## config.mk

```make
export PLATFORM = sky130hd
export DESIGN_NAME = key_debounce_long_press
export DESIGN_NICKNAME = d
export VERILOG_FILES = /design/src/rtl/core/kdlp_pkg.sv /design/src/rtl/core/key_debounce_long_press.sv /design/src/rtl/core/kdlp_cfg_regs.sv /design/src/rtl/core/kdlp_scan_logic.sv
export SDC_FILE = /design/constraint.sdc
export NUM_CORES = 1
export LEC_CHECK = 0
export BUFFER_PORTS_ARGS = -buffer_cell sky130_fd_sc_hd__buf_4
export CORE_UTILIZATION = 50
export DETAILED_ROUTE_END_ITERATION = 12
export GPL_TIMING_DRIVEN = 0
export HOLD_SLACK_MARGIN = 0.06
export PLACE_DENSITY = 0.72
export RECOVER_POWER = 25
export SYNTH_ARGS = -nofsm -noshare
export SYNTH_HDL_FRONTEND = slang
export SYNTH_SLANG_ARGS = --single-unit
```

## constraint.sdc

```tcl
create_clock -name clk -period 3.85 [get_ports clk]
set_input_delay 0.385 -clock clk [delete_from_list [all_inputs] [get_ports clk]]
set_output_delay 0.385 -clock clk [all_outputs]
set_load 0.01 [all_outputs]
```

## src/rtl/core/kdlp_pkg.sv

```systemverilog
// Shared types and constants for the key debounce and long-press block.
// Used by every module under rtl/core; depends on nothing.

package kdlp_pkg;

    localparam int KEY_W      = 8;
    localparam int CFG_IDX_W  = 8;
    localparam int CFG_DATA_W = 16;

    localparam logic [CFG_IDX_W-1:0] REG_LONG_PRESS_TICKS = 8'd0;
    localparam logic [CFG_IDX_W-1:0] REG_HOLD_COUNT_LIMIT = 8'd1;

    localparam logic [CFG_DATA_W-1:0] LONG_PRESS_RESET = 16'd100;
    localparam logic [CFG_DATA_W-1:0] HOLD_LIMIT_RESET = 16'hFFFF;

    typedef enum logic [1:0] {
        EV_NONE = 2'd0,
        EV_DOWN = 2'd1,
        EV_UP   = 2'd2,
        EV_LONG = 2'd3
    } event_kind_t;

    typedef struct packed {
        logic [CFG_DATA_W-1:0] long_press_ticks;
        logic [CFG_DATA_W-1:0] hold_count_limit;
    } cfg_t;

    typedef struct packed {
        event_kind_t      kind;
        logic [KEY_W-1:0] keys;
    } event_t;

endpackage

```

## src/rtl/core/key_debounce_long_press.sv

```systemverilog
// Key debounce with down, short-release and long-press events (top level).
// An accepted item is registered in the input stage; its event is then registered in the output stage for m_*.
// Throughput: one item per cycle while m_tready is high; a full input stage and output stage hold two items.
// The debounce state and event logic sit between the input and output register.
// Reset clears the debounce state and both stages and loads the register defaults.
// Depends on kdlp_pkg, kdlp_cfg_regs and kdlp_scan_logic.

module key_debounce_long_press
#(
    parameter int NUM_KEYS    = 8,
    parameter int COUNT_WIDTH = 16
)
(
    input  logic                            clk,
    input  logic                            rst_n,
    input  logic                            s_tvalid,
    output logic                            s_tready,
    input  logic [7:0]                      s_tdata,   // [7:0] key_pins
    output logic                            m_tvalid,
    input  logic                            m_tready,
    output logic [7:0]                      m_tdata,   // [7:0] event_keys
    output logic [1:0]                      m_tuser,   // [1:0] event_kind
    input  logic                            cfg_we,
    input  logic [kdlp_pkg::CFG_IDX_W-1:0]  cfg_index,
    input  logic [kdlp_pkg::CFG_DATA_W-1:0] cfg_wdata
);

    kdlp_pkg::cfg_t   cfg;
    kdlp_pkg::event_t result;

    logic                       in_valid_reg;
    logic                       in_valid_next;
    logic [kdlp_pkg::KEY_W-1:0] in_pins_reg;
    logic                       out_valid_reg;
    logic                       out_valid_next;
    kdlp_pkg::event_t           out_event_reg;

    logic out_load;
    logic in_load;

    assign out_load = in_valid_reg && (!out_valid_reg || m_tready);
    assign s_tready = !in_valid_reg || out_load;
    assign in_load  = s_tvalid && s_tready;

    kdlp_cfg_regs u_cfg
    (
        .clk       (clk),
        .rst_n     (rst_n),
        .cfg_we    (cfg_we),
        .cfg_index (cfg_index),
        .cfg_wdata (cfg_wdata),
        .cfg       (cfg)
    );

    kdlp_scan_logic
    #(
        .NUM_KEYS    (NUM_KEYS),
        .COUNT_WIDTH (COUNT_WIDTH)
    )
    u_scan
    (
        .clk      (clk),
        .rst_n    (rst_n),
        .step_en  (out_load),
        .key_pins (in_pins_reg),
        .cfg      (cfg),
        .result   (result)
    );

    always_comb
    begin
        in_valid_next = in_valid_reg;
        if (in_load)
        begin
            in_valid_next = 1'b1;
        end
        else if (out_load)
        begin
            in_valid_next = 1'b0;
        end
        out_valid_next = out_valid_reg;
        if (out_load)
        begin
            out_valid_next = 1'b1;
        end
        else if (m_tready)
        begin
            out_valid_next = 1'b0;
        end
    end

    always_ff @(posedge clk or negedge rst_n)
    begin
        if (!rst_n)
        begin
            in_valid_reg  <= 1'b0;
            out_valid_reg <= 1'b0;
        end
        else
        begin
            in_valid_reg  <= in_valid_next;
            out_valid_reg <= out_valid_next;
        end
    end

    always_ff @(posedge clk)
    begin
        if (in_load)
        begin
            in_pins_reg <= s_tdata;
        end
        if (out_load)
        begin
            out_event_reg <= result;
        end
    end

    assign m_tvalid = out_valid_reg;
    assign m_tdata  = out_event_reg.keys;
    assign m_tuser  = out_event_reg.kind;

endmodule

```

## src/rtl/core/kdlp_cfg_regs.sv

```systemverilog
// Configuration registers: long-press threshold and hold counter limit.
// Depends on kdlp_pkg.

module kdlp_cfg_regs
(
    input  logic                            clk,
    input  logic                            rst_n,
    input  logic                            cfg_we,
    input  logic [kdlp_pkg::CFG_IDX_W-1:0]  cfg_index,
    input  logic [kdlp_pkg::CFG_DATA_W-1:0] cfg_wdata,
    output kdlp_pkg::cfg_t                  cfg
);

    kdlp_pkg::cfg_t cfg_reg;
    kdlp_pkg::cfg_t cfg_next;

    always_comb
    begin
        cfg_next = cfg_reg;
        if (cfg_we)
        begin
            case (cfg_index)
                kdlp_pkg::REG_LONG_PRESS_TICKS: cfg_next.long_press_ticks = cfg_wdata;
                kdlp_pkg::REG_HOLD_COUNT_LIMIT: cfg_next.hold_count_limit = cfg_wdata;
                default:                        cfg_next = cfg_reg;
            endcase
        end
    end

    always_ff @(posedge clk or negedge rst_n)
    begin
        if (!rst_n)
        begin
            cfg_reg.long_press_ticks <= kdlp_pkg::LONG_PRESS_RESET;
            cfg_reg.hold_count_limit <= kdlp_pkg::HOLD_LIMIT_RESET;
        end
        else
        begin
            cfg_reg <= cfg_next;
        end
    end

    assign cfg = cfg_reg;

endmodule

```

## src/rtl/core/kdlp_scan_logic.sv

```systemverilog
// Per-tick debounce state (previous scan, stable mask, hold counter) and event selection.
// Depends on kdlp_pkg.

module kdlp_scan_logic
#(
    parameter int NUM_KEYS    = 8,
    parameter int COUNT_WIDTH = 16
)
(
    input  logic                        clk,
    input  logic                        rst_n,
    input  logic                        step_en,
    input  logic [kdlp_pkg::KEY_W-1:0]  key_pins,
    input  kdlp_pkg::cfg_t              cfg,
    output kdlp_pkg::event_t            result
);

    localparam int CMP_W = (COUNT_WIDTH > kdlp_pkg::CFG_DATA_W) ? COUNT_WIDTH
                                                                : kdlp_pkg::CFG_DATA_W;
    localparam logic [kdlp_pkg::KEY_W-1:0] KEY_MASK =
        (NUM_KEYS >= kdlp_pkg::KEY_W) ? {kdlp_pkg::KEY_W{1'b1}}
                                      : kdlp_pkg::KEY_W'((1 << NUM_KEYS) - 1);

    logic [kdlp_pkg::KEY_W-1:0] prev_scan_reg;
    logic [kdlp_pkg::KEY_W-1:0] prev_scan_next;
    logic [kdlp_pkg::KEY_W-1:0] stable_reg;
    logic [kdlp_pkg::KEY_W-1:0] stable_next;
    logic [COUNT_WIDTH-1:0]     hold_reg;
    logic [COUNT_WIDTH-1:0]     hold_next;

    logic [kdlp_pkg::KEY_W-1:0] pressed;
    logic [COUNT_WIDTH-1:0]     hold_inc;
    logic [CMP_W-1:0]           hold_ext;
    logic [CMP_W-1:0]           hold_inc_ext;
    logic [CMP_W-1:0]           lpt_ext;
    logic [CMP_W-1:0]           limit_ext;

    assign pressed      = ~key_pins & KEY_MASK;
    assign hold_inc     = hold_reg + 1'b1;
    assign hold_ext     = CMP_W'(hold_reg);
    assign hold_inc_ext = CMP_W'(hold_inc);
    assign lpt_ext      = CMP_W'(cfg.long_press_ticks);
    assign limit_ext    = CMP_W'(cfg.hold_count_limit);

    always_comb
    begin
        prev_scan_next = pressed;
        stable_next    = stable_reg;
        hold_next      = hold_reg;
        result.kind    = kdlp_pkg::EV_NONE;
        result.keys    = '0;
        if (pressed == prev_scan_reg)
        begin
            stable_next = pressed;
            if (pressed != stable_reg)
            begin
                if (pressed != '0)
                begin
                    result.kind = kdlp_pkg::EV_DOWN;
                    result.keys = pressed;
                    hold_next   = '0;
                end
                else if (hold_ext < lpt_ext)
                begin
                    result.kind = kdlp_pkg::EV_UP;
                    result.keys = stable_reg;
                end
            end
            else if (pressed != '0 && hold_ext < limit_ext && hold_reg != '1)
            begin
                hold_next = hold_inc;
                if (hold_inc_ext == lpt_ext)
                begin
                    result.kind = kdlp_pkg::EV_LONG;
                    result.keys = pressed;
                end
            end
        end
    end

    always_ff @(posedge clk or negedge rst_n)
    begin
        if (!rst_n)
        begin
            prev_scan_reg <= '0;
            stable_reg    <= '0;
            hold_reg      <= '0;
        end
        else if (step_en)
        begin
            prev_scan_reg <= prev_scan_next;
            stable_reg    <= stable_next;
            hold_reg      <= hold_next;
        end
    end

endmodule
```

### Word-level counts from Yosys, hierarchy flattened

Index checks and enable logic that the tools add are counted.

| operators by class | value |
|---|---|
| add/subtract/negate cells | 1 |
| bitwise logic cells | 1 |
| eq/ne operators | 6 |
| muxes and demuxes | 12 |
| order comparisons | 2 |
| reductions and logical operators | 17 |

Operators with widths:

| kind | number |
|---|---|
| 10-bit two-way mux | 5 |
| 16-bit two-way mux | 3 |
| 16-bit less-than comparator | 2 |
| 16-bit by 1-bit adder with 16-bit output, second input constant | 1 |
| 16-bit equality test | 1 |
| 16-bit inequality test, second input constant | 1 |
| 8-bit by 1-bit equality test with 1-bit output, second input constant | 1 |
| 8-bit equality test | 1 |
| 8-bit logical NOT | 1 |
| 8-bit inequality test | 1 |
| 8-bit inverter | 1 |
| 8-bit nonzero test | 1 |
| 2-bit AND reduction | 3 |
| 2-bit nonzero test | 3 |
| 1-bit logical AND | 4 |
| 1-bit two-way mux | 4 |
| 4-bit AND reduction | 1 |
| 1-bit logical NOT | 2 |
| 1-bit logical OR | 2 |
| 2-bit inequality test, second input constant | 1 |

| storage, ports and cells | value |
|---|---|
| input port bits | 37 |
| register bits after elaboration | 84 |

### Depth between registers and ports, before layout

Gate-level depths: netlist (run 1).

| logic depth | value |
|---|---|
| depth in word-level cells | 6 |
| mapped depth | 11 |
| gate-level depth less buffers | 9 |

### Hierarchy

Synthesis (run 1) repeated with hierarchy kept, for this count alone.

| second synthesis, totals | value |
|---|---|
| cell total of the unflattened synthesis | 491 |
| area total of the unflattened synthesis | 5180.0 µm² |

By module, submodules not included:

| module | area an instance (µm²) | sequential area each (µm²) | cells an instance | times used |
|---|---|---|---|---|
| kdlp_scan_logic | 3233.1 | 800.8 | 393 | 1 |
| kdlp_cfg_regs | 1302.5 | 824.5 | 72 | 1 |
| key_debounce_long_press | 644.4 | 590.6 | 26 | 1 |

### Worst setup path before layout (run 1)

OpenSTA, ideal clock, no wires.

| timing | value |
|---|---|
| path kind | register to register |
| start | reg u_cfg.cfg_reg, in the netlist u_cfg.cfg[11] |
| end | reg u_scan.hold_reg[13] (netlist: u_scan.hold_ext[13]) |
| buffers on the path | 2 |
| stages on the path, launching flop included | 11 |
| arrival time | 2465 ps |
| library setup time | 103 ps |
| slack | 1281 ps |
| path through | dfstp_2 > inv_1 > ha_1 > a21oi_1 > o21ai_0 > a2111oi_0 > a21oi_1 > or4_1 > buf_2 > buf_6 > o41ai_2 |

| between the ends | value |
|---|---|
| longest elaborated chain between the ends | 5 |

RTL lines:

| item | RTL line | RTL |
|---|---|---|
| start: declaration | kdlp_cfg_regs.sv:14 | `kdlp_pkg::cfg_t cfg_reg;` |
| start signal: assignment | kdlp_cfg_regs.sv:39 | `cfg_reg <= cfg_next;` |
| 16-bit less-than comparator | kdlp_scan_logic.sv:69 | `else if (pressed != '0 && hold_ext < limit_ext && hold_reg != '1)` |
| 1-bit logical AND (2 in a row) | kdlp_scan_logic.sv:69 |  |
| 2-bit nonzero test (no source line) | -- |  |
| 4-bit AND reduction (no source line) | -- |  |
| end signal: assignment | kdlp_scan_logic.sv:93 | `hold_reg <= hold_next;` |
| end: declaration | kdlp_scan_logic.sv:28 | `logic [COUNT_WIDTH-1:0] hold_reg;` |

Every way passes these cells.
A chain may end at the register's enable or synchronous reset.

### Final worst setup path (run 1)

| timing | value |
|---|---|
| start | reg u_scan.hold_reg[0] (netlist: u_scan.hold_ext[0]) |
| end | reg out_event_reg, in the netlist m_tdata[0], data pin |

| between the ends | value |
|---|---|
| longest elaborated chain between the ends | 5 |
| elaborated cells between the ends (all ways) | 12 |
| classes of those cells | 1 x add/sub; 2 x order compare; 2 x eq/ne; 5 x mux; 2 x reduce/logical |

RTL lines:

| item | RTL line | RTL |
|---|---|---|
| 16-bit by 1-bit adder with 16-bit output or 16-bit less-than comparator (tied branches) | kdlp_scan_logic.sv:39, kdlp_scan_logic.sv:69 |  |
| 16-bit equality test or 1-bit logical AND (tied branches) | kdlp_scan_logic.sv:72, kdlp_scan_logic.sv:69 |  |
| 10-bit two-way mux or 1-bit logical AND (tied branches) | kdlp_scan_logic.sv:72, kdlp_scan_logic.sv:69 |  |
| 10-bit two-way mux | kdlp_scan_logic.sv:69 |  |
| 10-bit two-way mux (*) | kdlp_scan_logic.sv:55 | `if (pressed != stable_reg)` |
| end signal: assignment | key_debounce_long_press.sv:114 | `out_event_reg <= result;` |
| end: declaration | key_debounce_long_press.sv:36 | `kdlp_pkg::event_t out_event_reg;` |

Mark *: on every way between the ends. The rest lies on a longest branch, timed or not.

==> results of run 1 <==
Yosys cell counts, drive strengths merged, types with 11 or more instances:
library cell   n  area share (%)
o21ai         48             4.9
mux2          17             3.9
edfxtp        18              11
inv           39             3.0
nor2          22             1.7
nand3         12             1.2
o31ai         26             4.1
ha            32             8.2
dfrtp         47              24
clkbuf        13             1.0
xnor2         25             4.5
nand2         56             4.4
dfstp         19              10
buf           11             1.2
a21oi         17             1.7
kinds of logic after synthesis:
group	Yosys count	synth area share, %
buffers and inverters	63	5.23
adder cells (fa/ha/maj)	32	8.20
multiplexers	18	4.12
AND/OR/NAND/NOR	140	14.4
AO/OA/AOI/OAI	125	16.6
XOR/XNOR	34	6.10
flip-flops	84	45.4
critical path: stages (launching register included):
cell and delay [ps]:
dfrtp_1 490, ha_1 350, and2_0 170, clkbuf_1 210, nand3_1 270, o41ai_1 410, nand4_1 160, nor4_1 360
a21oi_1 280, a211oi_1 310
power by group through the flow:
stage / clock network [W] / registers [W] / logic, W
floorplan: 0 / 0.00104 / 0.000143
global placement: 0 / 0.00104 / 0.000230
detailed placement: 0 / 0.00104 / 0.000237
CTS: 0.000673 / 0.00103 / 0.000238
global route: 0.000713 / 0.00103 / 0.000263
finish: 0.000666 / 0.00103 / 0.000235
per-layer routing:
metal | up-vias | routed length (µm) | global-route usage [%]
met5 | - | 0 | 0
met4 | 0 | 173 | 8.92
met2 | 136 | 5020 | 37.1
li1 | 1902 | - | -
met3 | 15 | 579 | 2.84
met1 | 1926 | 5030 | 32.2
through the flow:
stage | utilization [%] | area (µm²) | cells | hold slack, ps
4_1_cts | 59.9 | 5610 | 689 | 145
6_report | 59.9 | 5610 | 689 | 206
3_3_place_gp | 57.7 | 5410 | 673 | 473
5_1_grt | 59.9 | 5610 | 689 | 194
2_1_floorplan | - | 4880 | 496 | 89.4
3_5_place_dp | 57.7 | 5410 | 673 | 493
worst max path at each step:
stage / slack [ps] / to
6_report: 650 / m_tdata[0]$_SDFFCE_PP0P_
5_1_grt: 300 / m_tdata[5]$_SDFFCE_PP0P_
4_1_cts: 700 / m_tdata[0]$_SDFFCE_PP0P_
3_5_place_dp: 740 / m_tdata[0]$_SDFFCE_PP0P_
3_3_place_gp: 760 / m_tdata[0]$_SDFFCE_PP0P_
2_1_floorplan: 1280 / u_scan.hold_ext[13]$_DFFE_PN0P_
layout make-up:
type / count / area (µm²) / share of cell area (%)
inverters: 39 / 146 / 2.61
well taps: 129 / 161 / 2.88
clock buffers: 9 / 124 / 2.21
plain buffers: 24 / 109 / 1.94
repair buffers: 48 / 358 / 6.38
multi-input cells: 349 / 2410 / 43.0
clock inverters: 7 / 81.3 / 1.45
flip-flops and latches: 84 / 2220 / 39.5
==> flow_summary_export.csv, run 1 <==
group,metric,value,unit
status,outcome,"finished with violations",
status,violations,"capacitance limit, slew limit",
detailed_routing,wl,10800,µm
worst_setup_path,path_class,"reg2reg",
worst_setup_path,r2r_slack,650,ps
sta,worstMarginPinSlew,1640,ps
synthesis,syn_avg_cell_area,9.85,µm²
grt,grt_max_degree,67,
synthesis,synth-async-reset-ratio,78.6,%
sta,setup_ws,646,ps
synthesis,syn-cell-area,4880,µm²
floorplanning,start_util,52.1,%
cts,path_clk_slew,90,ps
detailed_routing,wire_per_inst,15.7,µm
worst_setup_path,crit_path_end_kind,"flip-flop",
detailed_routing,vias_per_cell,5.78,
worst_setup_path,cp-start-kind,"flip-flop",
sta,fin_tns_setup,0,ps
sta,hold_violations,0,
worst_setup_path,r2r_end,"m_tdata[0]$_SDFFCE_PP0P_",
sta,min_period,3200,ps
place,place_ws,739,ps
synthesis,synth_edf_count,18,
cts,tritoncts,"built",
worst_setup_path,worst-path-max-fanout,8,
synthesis,ys.flop_type,"dfrtp_1",
detailed_routing,drt-pass1-iter-count,5,
final_layout,fin_nets,624,
floorplanning,io_pins,49,
sta,rsz0062_at_grt,"false",
cts,ctsRootBufferMaster,"clkbuf_8",
cts,cts_buffer_depth,2,
synthesis,postSynthCellCount,496,
pwr,combPwrFrac,12.2,%
floorplanning,die_w,101,µm
detailed_routing,postRouteAntennaNets,0,
grt,grt_util_all_layers,23.2,%
floorplanning,dieArea,10200,µm²
min_path,min_to,"in_pins_reg[7]$_DFFE_PP_",
grt,grt_pass1_wl,18100,µm
pwr,p_switching,0.000526,W
detailed_routing,drc,0,
place,place_congestion,0.837,
cts,cts_hold_buf,0,
cts,htree_levels,3,
sta,finClkSkew,9.02,ps
worst_setup_path,worstPathRequired,4040,ps
min_path,min_path_cells,1,
grt,first_global_vias,3773,
grt,grt_antenna_before_repair,0,
synthesis,synth_seq_cells,84,
min_path,worstHoldStart,"s_tdata[7]",
cts,clock-sinks,84,
final_layout,diodes,0,
worst_setup_path,r2r_start,"u_scan.hold_ext[0]$_DFFE_PN0P_",
sta,fin_crit_sh,83.2,%
flow_run,cap_violations,1,
pwr,leakagePower,2.38,nW
worst_setup_path,crit_start,"u_scan.hold_ext[0]$_DFFE_PN0P_",
floorplanning,fp.dieH,101,µm
detailed_routing,drt_iter0_drc,241,
worst_setup_path,reg2regPathDepth,9,
worst_setup_path,arrival,3400,ps
detailed_routing,vias,3979,
pwr,p_sw_share,27.3,%
pwr,irDropWorstVdd,0.213,mV
synthesis,yosysSeqAreaShare,45.4,%
final_layout,final_common_cell,"nand2_1",
sta,relSlewSlack,-9.24,%
cts,cts_resized,0,
place,port_buffers,48,
synthesis,synth_nets,565,
cts,post_cts_buffers,0,
final_layout,largest_register_ffs,32,
pwr,p_per_area,343,nW/µm²
synthesis,yosysUniqueCellTypes,54,
sta,finalSetupViolations,0,
floorplanning,rows,35,
pwr,p_int,0.00140,W
grt,gr-total-overflow,0,
place,dpl.hpwl,7970,µm
synthesis,yosysWarningCount,0,
pwr,clkPwrFrac,34.6,%
floorplanning,core_region_area,9370,µm²
final_layout,mostFrequentLayoutCells,"55 x nand2_1, 47 x o21ai_0, 47 x dfrtp_1",
pwr,p_total,0.00193,W
sta,slew_violations,67,
final_layout,drive_gt1_share,21.3,%
min_path,worstHoldPathType,"in2reg",
cts,insertion_delay,370,ps
pwr,p_seq_share,53.2,%
cts,cts_buffers,9,
sta,fmaxAchievable,312,MHz
final_layout,nFillCells,824,
final_layout,area_growth,14.8,%
Note: power is estimated with default switching activity, not from simulation.
==> run 2: changes to the inputs <==
==> constraint.sdc (replaced) <==
create_clock -name clk -period 3.1 [get_ports clk]
set_input_delay 0.31 -clock clk [delete_from_list [all_inputs] [get_ports clk]]
set_output_delay 0.31 -clock clk [all_outputs]
set_load 0.01 [all_outputs]
==> run 2 against run 1 <==
Cell count unchanged. Global-route usage unchanged. The flow still finishes with violations (capacitance limit, slew limit). Critical endpoint is now u_scan.hold_ext[8]$_DFFE_PN0P_. Utilization is 0.40 points higher. Clock power is 24% higher.
==> flow_summary_export.csv, run 2 (same netlist as run 1, synthesis figures left out) <==
group,metric,value,unit
floorplanning,fp.dieH,101,µm
detailed_routing,wl,10900,µm
final_layout,fin_cells,689,
cts,insertion_delay,370,ps
final_layout,diodes,0,
grt,grt_antenna_before_repair,0,
grt,busiest_layer,"met2",
status,violations,"capacitance limit, slew limit",
sta,rsz0062_at_grt,"false",
worst_setup_path,cp_cell_sequence,"inv_1, ha_1, a21oi_1, o21ai_0, a2111oi_2, a21oi_2, o21a_1, buf_2, buf_2, o31ai_1, o31ai_2",
sta,finClkSkew,8.49,ps
grt,grt_util_met2,37.1,%
detailed_routing,drt-pass1-iter-count,5,
worst_setup_path,arrival,3170,ps
grt,grt_util_met1,32.2,%
worst_setup_path,path_class,"reg2reg",
final_layout,largest_register_ffs,32,
final_layout,final_common_cell,"nand2_1",
final_layout,nFillCells,818,
final_layout,regArea,2220,µm²
floorplanning,die_w,101,µm
place,port_buffers,48,
grt,gr-total-overflow,0,
worst_setup_path,worst-path-max-fanout,10,
sta,finalSetupViolations,0,
floorplanning,core_region_area,9370,µm²
sta,slew_violations,67,
detailed_routing,drc,0,
sta,whs,129,ps
cts,post_cts_buffers,0,
min_path,worstHoldPathType,"in2reg",
flow_run,cap_violations,1,
cts,htree_levels,3,
detailed_routing,vias,3962,
final_layout,multi_input_area,2450,µm²
place,dp.cells,673,
worst_setup_path,cp_slowest_cell,"dfstp_2",
floorplanning,io_pins,49,
detailed_routing,wire_per_inst,15.8,µm
pwr,p_per_area,424,nW/µm²
sta,fin_crit_sh,94.3,%
cts,path_clk_slew,90,ps
worst_setup_path,crit_path_end_kind,"flip-flop",
sta,fmaxAchievable,342,MHz
grt,grt_pass1_wl,18100,µm
cts,tritoncts,"built",
pwr,leakagePower,2.38,nW
final_layout,mostFrequentLayoutCells,"55 x nand2_1, 47 x o21ai_0, 45 x dfrtp_1",
sta,relSlewSlack,-10.7,%
final_layout,fin_util,60.3,%
detailed_routing,postRouteAntennaNets,0,
worst_setup_path,critPathMostFrequentCell,"buf_2",
status,outcome,"finished with violations",
sta,hold_violations,0,
place,place_congestion,0.837,
final_layout,drive_gt1_share,22.9,%
final_layout,fin_nets,624,
detailed_routing,drt_iter0_drc,306,
pwr,p_total,0.00239,W
cts,cts_buffers,9,
worst_setup_path,r2r_slack,180,ps
grt,met3_usage,2.84,%
worst_setup_path,crit_family,"compound AO/OA/AOI/OAI gates",
worst_setup_path,cp.buffers_inverters,3,
pwr,irDropWorstVdd,0.264,mV
cts,ctsRootBufferMaster,"clkbuf_8",
cts,cts_hold_buf,0,
floorplanning,start_util,52.1,%
grt,grt_util_all_layers,23.2,%
sta,min_period,2920,ps
grt,grt_max_degree,67,
final_layout,area_growth,15.6,%
grt,first_global_vias,3774,
place,dpl.hpwl,7970,µm
cts,cts_buffer_depth,2,
floorplanning,dieArea,10200,µm²
worst_setup_path,worstPathRequired,3350,ps
worst_setup_path,max_stage_delay,550,ps
cts,clock-sinks,84,
floorplanning,rows,35,
detailed_routing,vias_per_cell,5.75,
sta,worstMarginPinSlew,1660,ps
worst_setup_path,cp-start-kind,"flip-flop",
-- run 2: cell counts in the layout (fill, tap and decap cells not counted) --
No cell type changed its count.
-- run 2: final timing paths --
kind / from / to / cells past startpoint
worst max register to register: u_cfg.cfg[9]$_DFFE_PN1P_ / u_scan.hold_ext[8]$_DFFE_PN0P_ / 11
worst max-delay path: u_cfg.cfg[9]$_DFFE_PN1P_ / u_scan.hold_ext[8]$_DFFE_PN0P_ / 11
worst min-delay path: s_tdata[7] / in_pins_reg[7]$_DFFE_PP_ / 1
worst min register to register: in_valid_reg$_DFFE_PN0P_ / m_tvalid$_DFFE_PN0P_ / 1
max in group asynchronous: rst_n / u_scan.hold_ext[1]$_DFFE_PN0P_ / 1
min in group asynchronous: rst_n / u_cfg.cfg[20]$_DFFE_PN0P_ / 1
-- run 2: where the power goes --
| part | internal, W | leakage, nW | total [W] | switching (W) |
|---|---|---|---|---|
| clock | 0.000386 | 0.107 | 0.000823 | 0.000437 |
| sequential | 0.00122 | 0.950 | 0.00127 | 0.0000571 |
| combinational | 0.000138 | 1.32 | 0.000296 | 0.000158 |
-- run 2: layer usage --
metal | wire [µm] | share of wire (%) | vias up
met5 | 0 | 0 | -
met4 | 164 | 1.5 | 0
met3 | 576 | 5.3 | 13
met2 | 5120 | 47 | 125
met1 | 5040 | 46 | 1919
li1 | - | - | 1905
-- run 2: per-stage QoR --
step                cell area, µm²  worst slack, ps  setup TNS (ps)
global placement              5410             13.9               0
floorplan                     4880              531               0
global route                  5650             7.36               0
detailed placement            5410            -11.4           -11.4
CTS                           5620             77.7               0
finish                        5650              176               0
-- run 2: final cells by class --
class / count / area share (%)
Tap cell: 129 / 2.86
Clock inverter: 7 / 1.44
Sequential cell: 84 / 39.3
Multi-Input combinational cell: 349 / 43.4
Timing Repair Buffer: 48 / 6.34
Buffer: 24 / 1.93
Inverter: 39 / 2.59
Clock buffer: 9 / 2.19
-- run 2: what timing repair did --
action                     in CTS  in global routing
setup endpoints to repair       5                 24
resized for setup               1                  9
gates cloned                    0                  0
pin swaps                       0                  0
